==> src/mtf_pkg.sv <==
// shared types and constants for the move-to-front codec
// no dependencies
`timescale 1ns / 1ps

package mtf_pkg;

  localparam int SYM_W       = 8;
  localparam int GROUP_CELLS = 16;

  typedef logic [SYM_W-1:0] sym_t;

  // broadcast control from the sequencer to every list cell
  typedef struct packed {
    logic load_id;
    logic move;
    logic decode;
    sym_t key;
    sym_t pos;
  } cell_ctl_t;

endpackage

==> src/mtf_group.sv <==
// registered or-reduction of the tags of one group of list cells
// depends on mtf_pkg
`timescale 1ns / 1ps

module mtf_group (
  input  logic                                       clk,
  input  logic [mtf_pkg::GROUP_CELLS-1:0]            hit,
  input  mtf_pkg::sym_t [mtf_pkg::GROUP_CELLS-1:0]   tags,
  output logic                                       any_hit,
  output mtf_pkg::sym_t                              sel_tag
);
  import mtf_pkg::*;

  sym_t acc;

  // at most one cell hits, so an or of masked tags selects it
  always_comb begin
    acc = '0;
    for (int i = 0; i < GROUP_CELLS; i++) begin
      if (hit[i]) begin
        acc = acc | tags[i];
      end
    end
  end

  always_ff @(posedge clk) begin
    any_hit <= |hit;
    sel_tag <= acc;
  end

endmodule

==> config.mk <==
export PLATFORM = sky130hd
export DESIGN_NAME = mtf_group
export DESIGN_NICKNAME = d
export VERILOG_FILES = /design/src/mtf_pkg.sv /design/src/mtf_group.sv
export SDC_FILE = /design/constraint.sdc
export NUM_CORES = 1
export LEC_CHECK = 0
export ABC_AREA = 1
export BUFFER_PORTS_ARGS = -buffer_cell sky130_fd_sc_hd__buf_2
export CAP_MARGIN = 25
export CORE_ASPECT_RATIO = 0.5
export CORE_MARGIN = 2
export CORE_UTILIZATION = 35
export CTS_CLUSTER_DIAMETER = 30
export DETAILED_ROUTE_END_ITERATION = 10
export PLACE_DENSITY = 0.88
export SYNTH_ARGS = -nofsm -noshare
export SYNTH_HDL_FRONTEND = slang
export SYNTH_SLANG_ARGS = --single-unit
==> constraint.sdc <==
create_clock -name clk -period 1.4 [get_ports clk]
set_clock_uncertainty 0.05 [all_clocks]
set_input_delay 0.14 -clock clk [delete_from_list [all_inputs] [get_ports clk]]
set_output_delay 0.14 -clock clk [all_outputs]
set_load 0.03 [all_outputs]
# == After elaboration in Yosys (flattened, before gate mapping) ==
# Index checks and enable logic that the tools add are counted.
# word_totals
reg_bits,9
output_inout_bits,9
elab_cells,34
# classes
n_mux,16
bitwise_logic,15
n_reduce_logical,1
# op_table
cell,count
two-way mux 8 bit,16
OR 8 bit,15
OR reduction 16 bit,1

# == Depth between registers and ports, before layout ==
# depth
word_depth,31
depth_mapped,7
depth_no_buf,6

# == Worst setup path after synthesis ==
# Ideal clock, no wire load.
# synth_path
path_type,in2reg
from,input port hit[10] in the netlist's numbering
to,register sel_tag[6]
setup_time_ps,114
arrival_ps,566
t_required_ps,1236
path_slack_ps,670
stages,7
n_path_buf,1
cell_sequence,buf_4 nand2_1 nand2_1 inv_1 nand2_1 nor2_1 nand2_1
# synth_between
elab_chain_cells,11
# synth_lines
element,line,text
"start, declared",mtf_group.sv:7,"input logic [mtf_pkg::GROUP_CELLS-1:0] hit,"
two-way mux 8 bit (*),mtf_group.sv:20,if (hit[i]) begin
OR 8 bit,mtf_group.sv:21,acc = acc | tags[i];
two-way mux 8 bit (*),mtf_group.sv:20,
OR 8 bit,mtf_group.sv:21,
two-way mux 8 bit (*),mtf_group.sv:20,
OR 8 bit,mtf_group.sv:21,
two-way mux 8 bit (*),mtf_group.sv:20,
OR 8 bit,mtf_group.sv:21,
two-way mux 8 bit (*),mtf_group.sv:20,
OR 8 bit,mtf_group.sv:21,
two-way mux 8 bit (*),mtf_group.sv:20,
via acc[6],mtf_group.sv:14,sym_t acc;
"end signal, assigned",mtf_group.sv:28,sel_tag <= acc;
"end, declared",mtf_group.sv:10,output mtf_pkg::sym_t sel_tag
# The timed path passes the listed nets; every way through them passes the cells marked *.

# == Final worst setup path ==
# layout_path
from,register sel_tag[7]
to,output port sel_tag[7]
# No word-level cell between the ends.

==> results.yml <==
place:
  portBuffers: 153
  gp_congestion: 0.8987
  dp_cells: 511
  dp_hpwl_um: 4384
die:
  core_mm2: 0.003944
  die_w_um: 95.31
  dieArea_mm2: 0.004732
  initial_utilization_pct: 36.99
  die_y_um: 49.65
  rows: 16
  io_pins: 154
setup_path:
  worstPathRequired_ns: 1.21
  critPathSlowestCell: "dfxtp_1"
  start_kind: "flop"
  cp_cell_sequence: "buf_2"
  crit_path_end: "sel_tag[7]"
  critPathKind: "flop to output port"
  endpoint_kind: "output port"
  crit_start: "sel_tag[7]$_DFF_P_"
  crit_fanout: 1
  slowest_delay_ns: 0.31
  crit_buf_inv: 1
  cp_data_arrival_time_ns: 0.74
  cp.depth: 1
  path_delay_family: "flip-flops"
detailed_routing:
  vias: 2185
  viasPerCell: 4.243
  drc: 0
  first_pass_iters: 4
  wl_per_cell_um: 9.918
  drt_iter0_markers: 53
  routed_wirelength_um: 5108
  ant_nets: 0
synth:
  syn-cell-area_mm2: 0.001459
  syn_nets: 465
  synth.avg_cell_area_um2: 4.559
  ys_warn_count: 0
  synthCells: 320
  seq_area_frac_synth_pct: 12.35
  ys_types: 8
  ys_ff_latch: 9
clocking:
  clock-sinks: 9
  post_cts_resized: 0
  cts.clk_slew.worst_paths_ns: 0.04
  ctsHoldBuffers: 0
  cts_buffers: 3
  cts_root_buffer: "clkbuf_8"
  post_cts_buffers: 0
  h-tree-depth: 1
  cts.path.max_buffers: 2
  tritoncts: "built"
global_routing:
  gr-total-overflow: 0
  grt_use_met1_pct: 24.86
  grt_pass1_wl_um: 8100
  busiest_layer: "met2"
  grt_usage_pct: 21.58
  grt_antenna_before_repair: 0
  grt_max_degree: 10
  met2_usage_pct: 39.91
  grt_pass1_vias: 1984
  use_met3_pct: 3.976
power:
  peakVddDrop_mv: 0.2706
  powerDensity_mw_per_mm2: 483.2
  p_leak_nw: 1.528
sta:
  setup_violations: 0
  max_clock_freq_ghz: 1.079
  hold_viol_final: 0
  tns_ns: 0
  slew_headroom_pct: 87.02
  rsz0062_at_grt: "no"
  drv_slew: 0
  worst_pin_slew_ns: 0.1940
  finalCritPeriodShare_pct: 66.23
  fin_crit_ns: 0.9272
cells_and_area:
  syn2layout_area_growth_pct: 49.83
  num-nets-final: 607
  n_antenna_cell: 0
  drive_above_1_share_pct: 33.84
  final_cells: 515
run_status:
  status: "finished clean"
worst_hold_path:
  min_path_type: "primary input to flop"
flow_run:
  maxCapViolations: 0
report_power, final:
part	switching [W]	internal, W	leakage [nW]
registers	0.000000642	0.000260	0.0730
clock network	0.000104	0.000199	0.0228
logic	0.000252	0.000242	1.43
total	0.000356	0.000700	1.53
routing by layer:
metal / wire length [µm] / vias up
met5: 0 / -
met4: 103 / 0
met3: 301 / 10
met2: 2462 / 73
met1: 2241 / 908
li1: - / 1194
cell type report:
| type | instances | area [µm²] |
|---|---|---|
| Sequential cell | 9 | 180.2 |
| Tap cell | 54 | 67.56 |
| Timing Repair Buffer | 153 | 765.7 |
| Inverter | 48 | 180.2 |
| Fill cell | 459 | 1758 |
| Multi-Input combinational cell | 247 | 947.2 |
| Clock buffer | 4 | 45.04 |
cell usage in the layout, fill, tap and decap left out:
cell type | netlist | final
nand4_1 | 8 | 8
buf_2 | 4 | 153
dfxtp_1 | 9 | 9
nor2_1 | 26 | 26
clkbuf_1 | 0 | 1
inv_1 | 48 | 48
clkbuf_8 | 0 | 3
nand2_1 | 213 | 213
per-stage QoR:
step                util, %  cell area (µm²)  setup slack (ns)  hold slack, ns  total power (W)
floorplan                 -             1459            0.6698          0.2755        0.0005495
global placement      54.28             2141            0.4525          0.3853        0.0007548
detailed placement    54.28             2141            0.4498          0.3847        0.0007600
CTS                   55.43             2186            0.4638          0.1443         0.001067
global route          55.43             2186            0.4446          0.1614         0.001163
finish                55.43             2186            0.4728          0.1439         0.001056
sequential cells by signal, summed over array words and instances, names as in the netlist:
register  flops
any_hit       1
sel_tag       8
kinds of logic (layout without fill, tap and decap cells):
| group | Yosys count | in the layout | share of synthesized area, % |
|---|---|---|---|
| buffers and inverters | 64 | 205 | 22.73 |
| AND/OR/NAND/NOR | 247 | 247 | 64.92 |
| flip-flops | 9 | 9 | 12.35 |
cell usage after synthesis, drive strengths merged:
master | n | area [µm²]
buf | 16 | 151.4
dfxtp | 9 | 180.2
inv | 48 | 180.2
nand2 | 213 | 799.5
nand4 | 8 | 50.05
nor2 | 26 | 97.59
worst min path at each step:
stage / from / end / slack (ns) / depth (start not counted)
floorplan: tags[54] / sel_tag[6]$_DFF_P_ / 0.28 / 4
global placement: tags[51] / sel_tag[3]$_DFF_P_ / 0.39 / 5
detailed placement: tags[49] / sel_tag[1]$_DFF_P_ / 0.38 / 5
CTS: tags[49] / sel_tag[1]$_DFF_P_ / 0.14 / 5
global route: tags[49] / sel_tag[1]$_DFF_P_ / 0.16 / 5
finish: tags[49] / sel_tag[1]$_DFF_P_ / 0.14 / 5
No activity file was read; power rests on OpenSTA's default activity.
