<file path="config.mk">
export PLATFORM = sky130hd
export DESIGN_NAME = mtf_cell
export DESIGN_NICKNAME = d
export VERILOG_FILES = /design/src/mtf_pkg.sv /design/src/mtf_cell.sv
export SDC_FILE = /design/constraint.sdc
export NUM_CORES = 1
export LEC_CHECK = 0
export BUFFER_PORTS_ARGS = -buffer_cell sky130_fd_sc_hd__buf_4
export CELL_PAD_IN_SITES_DETAIL_PLACEMENT = 0
export CELL_PAD_IN_SITES_GLOBAL_PLACEMENT = 1
export CORE_MARGIN = 3
export CORE_UTILIZATION = 23
export CTS_BUF_LIST = sky130_fd_sc_hd__clkbuf_4 sky130_fd_sc_hd__clkbuf_8 sky130_fd_sc_hd__clkbuf_16
export CTS_CLUSTER_DIAMETER = 40
export CTS_CLUSTER_SIZE = 16
export DETAILED_ROUTE_END_ITERATION = 10
export HOLD_SLACK_MARGIN = 0.06
export PLACE_DENSITY = 0.9
export REMOVE_ABC_BUFFERS = 1
export SKIP_CTS_REPAIR_TIMING = 1
export SLEW_MARGIN = 20
export SYNTH_ARGS = -nofsm -noshare
export SYNTH_HDL_FRONTEND = slang
export SYNTH_SLANG_ARGS = --single-unit
</file>
<file path="constraint.sdc">
create_clock -name clk -period 1.2 [get_ports clk]
set_input_delay 0.12 -clock clk [delete_from_list [all_inputs] [get_ports clk]]
set_output_delay 0.12 -clock clk [all_outputs]
set_load 0.03 [all_outputs]
</file>
<file path="src/mtf_pkg.sv">
// shared types and constants for the move-to-front codec
// no dependencies
`timescale 1ns / 1ps

package mtf_pkg;

  localparam int SYM_W       = 8;
  localparam int GROUP_CELLS = 16;

  typedef logic [SYM_W-1:0] sym_t;

  // broadcast control from the sequencer to every list cell
  typedef struct packed {
    logic load_id;
    logic move;
    logic decode;
    sym_t key;
    sym_t pos;
  } cell_ctl_t;

endpackage

</file>
<file path="src/mtf_cell.sv">
// one entry of the recency list: holds a symbol, compares it, shifts from its neighbor
// depends on mtf_pkg
`timescale 1ns / 1ps

module mtf_cell #(
  parameter int INDEX = 0
) (
  input  logic              clk,
  input  logic              rst,
  input  mtf_pkg::cell_ctl_t ctl,
  input  mtf_pkg::sym_t     prev_entry,
  output mtf_pkg::sym_t     entry,
  output logic              hit,
  output mtf_pkg::sym_t     tag
);
  import mtf_pkg::*;

  localparam sym_t IDX = sym_t'(INDEX);

  // identity on reset or stream start, shift back when in front of the moved entry
  always_ff @(posedge clk) begin
    if (rst || ctl.load_id) begin
      entry <= IDX;
    end else if (ctl.move && (IDX <= ctl.pos)) begin
      entry <= prev_entry;
    end
  end

  // encode matches on content, decode matches on position
  assign hit = ctl.decode ? (ctl.key == IDX) : (entry == ctl.key);
  assign tag = ctl.decode ? entry : IDX;

endmodule

</file>
* Word level (Yosys, flattened, before mapping) *
Index checks and enable logic that the tools add are counted.

cells by class
  reduce and logical (&&, ||, !) cells = 3
  muxes and demuxes = 2
  equal/unequal tests = 1
  order comparisons = 1

operators by type and width
  operator                                                              count
  8-bit equality test                                                   1
  1-bit by 8-bit <= comparator with 1-bit output, first input constant  1
  8-bit zero test                                                       1
  8-bit two-way mux                                                     1
  1-bit logical AND                                                     1
  1-bit logical OR                                                      1
  1-bit two-way mux                                                     1

storage, ports and cells
  input bits = 29
  register bits = 8
  output and inout bits = 17
  logic and storage cells = 8

* Longest topological paths before layout *
  depth after elaboration = 2
  depth in mapped cells = 3
  depth with buffers taken out = 3

* Worst setup path after synthesis *
No wires, ideal clock.

  path type = register to output
  start point = register entry[5]
  end point = output hit
  cell stages (with the launch flop) = 4
  slack = -238 ps
  required time = 1080 ps
  buffers on the path = 0
  data arrival time = 1318 ps
  cell sequence = dfxtp_1 xnor2_1 nand3_1 o31ai_2

between the ends
  cells in the longest elaborated chain, start to end = 2

ends and longest elaborated chain
  what                    RTL line        text
  from (decl)             mtf_cell.sv:12  output mtf_pkg::sym_t entry,
  from (signal assigned)  mtf_cell.sv:25  entry <= prev_entry;
  8-bit equality test     mtf_cell.sv:30  assign hit = ctl.decode ? (ctl.key == IDX) : (entry == ctl.key);
  1-bit two-way mux       mtf_cell.sv:30
  to (decl)               mtf_cell.sv:13  output logic hit,

Every way passes these cells.

* Worst setup path in the final report *
  start point = register entry[0]
  end point = output hit

Same word-level chain as after synthesis.

==> results.md <==
* Actual slew at the worst max-slew pin at 267.8 ps
* LEAKAGE at 0.0004037 uW
* Worst setup SP type: flop
* Largest registers: entry x8
* Pins Over Slew Limit at 0
* Clk root buf: clkbuf_4
* XOR/XNOR share of the synthesized area at 0.1530
* Max cap viols at 0
* Syn_area_per_cell at 8.979 um^2
* Via/cell ratio at 4.289
* Final hold violations at 0
* Hold Slack at 98.55 ps
* Clock Pin Slew Worst Setup and Hold Paths at about 60 ps
* Antenna diodes at 0
* Die X at 50.62 um
* # rows at 15
* Layout cell share with drive strength beyond 1 at 0.6180
* Fin worst setup slack at -178.8 ps
* Number of flip-flops under the largest register name at 8
* Final non-filler cell total at 114
* IO Pins at 46
* Setup CP Type: reg2out
* Post-synthesis sequential element count at 8
* # H-tree levels at 1
* Worst-path cell chain: xnor2_2 > nand3_1 > o31ai_2 > buf_4
* Post-synthesis mux area share at 0.1749
* Crit path largest cell delay at 340 ps
* Starting density of the core at 0.2542
* Post-Route WL at 1367 um
* Failing checks: negative setup slack
* Antenna Nets Post-Route at 0
* Largest family of logic cells by synthesized area: simple AND/OR/NAND/NOR gates
* Clk Latency, worst-skew pair at 260 ps
* Layout area overhead at 80.60%
* Height of the die at 50.62 um
* Slowest CP cell: dfxtp_2
* Initial antenna violation count at 0
* HP Class: in2reg
* Synth Area in Adders at 0
* Synth top area cells: dfxtp_1 35%, mux2i_1 17%, xnor2_1 15%
* Yosys warns at 0
* CTS Buffer Depth at 2
* Max VDD drop at 0.0004841 V
* Crit path required time at 1080 ps
* GR Overflow Total at 0
* Max Fclk at 725.3 MHz
* Slew headroom at 0.8198
* Core Area at 0.001802 mm^2
* Critical Path End Type: output pin
* Clock Skews at 0 ps
* Fin crit period at 1379 ps
* Sink Count at 8
* Aggregate global-route resource usage at 0.1078
* Outcome: finished with violations
* Largest Register: entry
* IO Port Bufs at 37
* Vias in the first global route at about 490
* Global-route wire length before repair at about 2100 um
* Simple-gate share of the synthesized area at 0.2732
* Num CTS Buffers at 3
* DRT Pass-1 Iters at 2
* Pwr dens at 819.7 mW/mm^2
* Routed wire length per instance at 11.99 um
* Final setup fails at 1
* Drt drc at 0
* Syn Inst Count at 51
* Post-synth top area share at 0.3497
* Area leader, netlist: dfxtp_1
* Mapped Area at roughly 460 um^2
* Post-DP Area at 757.0 um^2
* Dpl ws at between 40 and 50 ps
* Dpl cells at around 110
* Register area share after synthesis at 0.3497
* Worst EP arrival at between 1000 and 1500 ps
* Crit path buf inv count at 1
* Post-synthesis compound-gate area fraction at 0.02732
* Fin nets at 120
* Yosys cell types at 13
* Die area at 0.002562 mm^2
* RSZ-0062 raised after global routing: yes
* Fin crit share at 1.149
* GPL Wtd Cong at 0.6966
* CP top delay family: flip-flops
* DR vias at 489
* Design Area, Final at between 800 and 900 um^2
* DR iter-0 viols at 2
* CTS tree: done
* Largest net degree at the start of global routing at 11
* CP Max Fanout at 4
[cell usage in the layout, fill, tap and decap left out]
cell type  netlist  final
buf_4            0     37
nor2_1          10     10
mux2i_1          8      8
dfxtp_2          0      8
and2_1           7      7
xnor2_2          0      5
xnor2_1          8      3
clkbuf_4         0      3
nand4_1          2      2
nand2b_1         1      1
nand3_1          1      1
nor4_1           1      1
o31ai_2          1      1
or2_1            1      1
and2_2           1      1
[power breakdown]
group	total (uW)	internal [uW]	switching (uW)
Clock	206	114	91.2
Sequential	289	277	11.8
Combinational	184	101	83.0
Total	678	492	186
[metrics by stage]
| step | total power (uW) | TNS [ps] | util |
|---|---|---|---|
| 2_1_floorplan | 368.1 | -238.5 | - |
| 3_3_place_gp | 460.9 | 0 | 0.4201 |
| 3_5_place_dp | 462.7 | 0 | 0.4201 |
| 4_1_cts | 671.9 | -242.7 | 0.4326 |
| 5_1_grt | 719.5 | -279.0 | 0.4590 |
| 6_report | 677.9 | -178.8 | 0.4590 |
[Yosys cell counts, drive strengths merged]
library cell / instances
nand4: 2
nand2b: 1
nor4: 1
buf: 2
nor2: 10
mux2i: 8
and2: 8
nand3: 1
o31ai: 1
xnor2: 8
or2: 1
dfxtp: 8
[cells by family after synthesis]
logic type | Yosys count
XOR/XNOR | 8
buffers and inverters | 2
multiplexers | 8
AND/OR/NAND/NOR | 24
AO/OA/AOI/OAI | 1
flip-flops | 8
[routing by layer]
layer  GRT usage  vias to the layer above  share of wire
li1            -                      247              -
met1      0.1070                      221           0.39
met2      0.1891                       21           0.51
met3     0.06528                        0          0.096
met4     0.02691                        0              0
met5           0                        -              0
[cell type report]
type / count / area, um^2
well taps: 25 / 31.28
fillers: 200 / 974.7
flip-flops and latches: 8 / 170.2
repair buffers: 37 / 277.8
clock buffers: 3 / 22.52
multi-input cells: 41 / 325.3
[worst paths after layout]
path	start	to	slack (ps)	depth (start not counted)
setup / recovery	entry[0]	hit	-180	4
hold / removal	prev_entry[3]	entry[3]	100	3
setup reg to reg	entry[5]	entry[5]	550	2
hold reg to reg	entry[3]	entry[3]	520	2
[worst reg2reg max path, stage by stage (launching register included)]
cell	delay (ps)
dfxtp_2	340
mux2i_1	140
nor2_1	50
(Power assumes the default switching activity.)
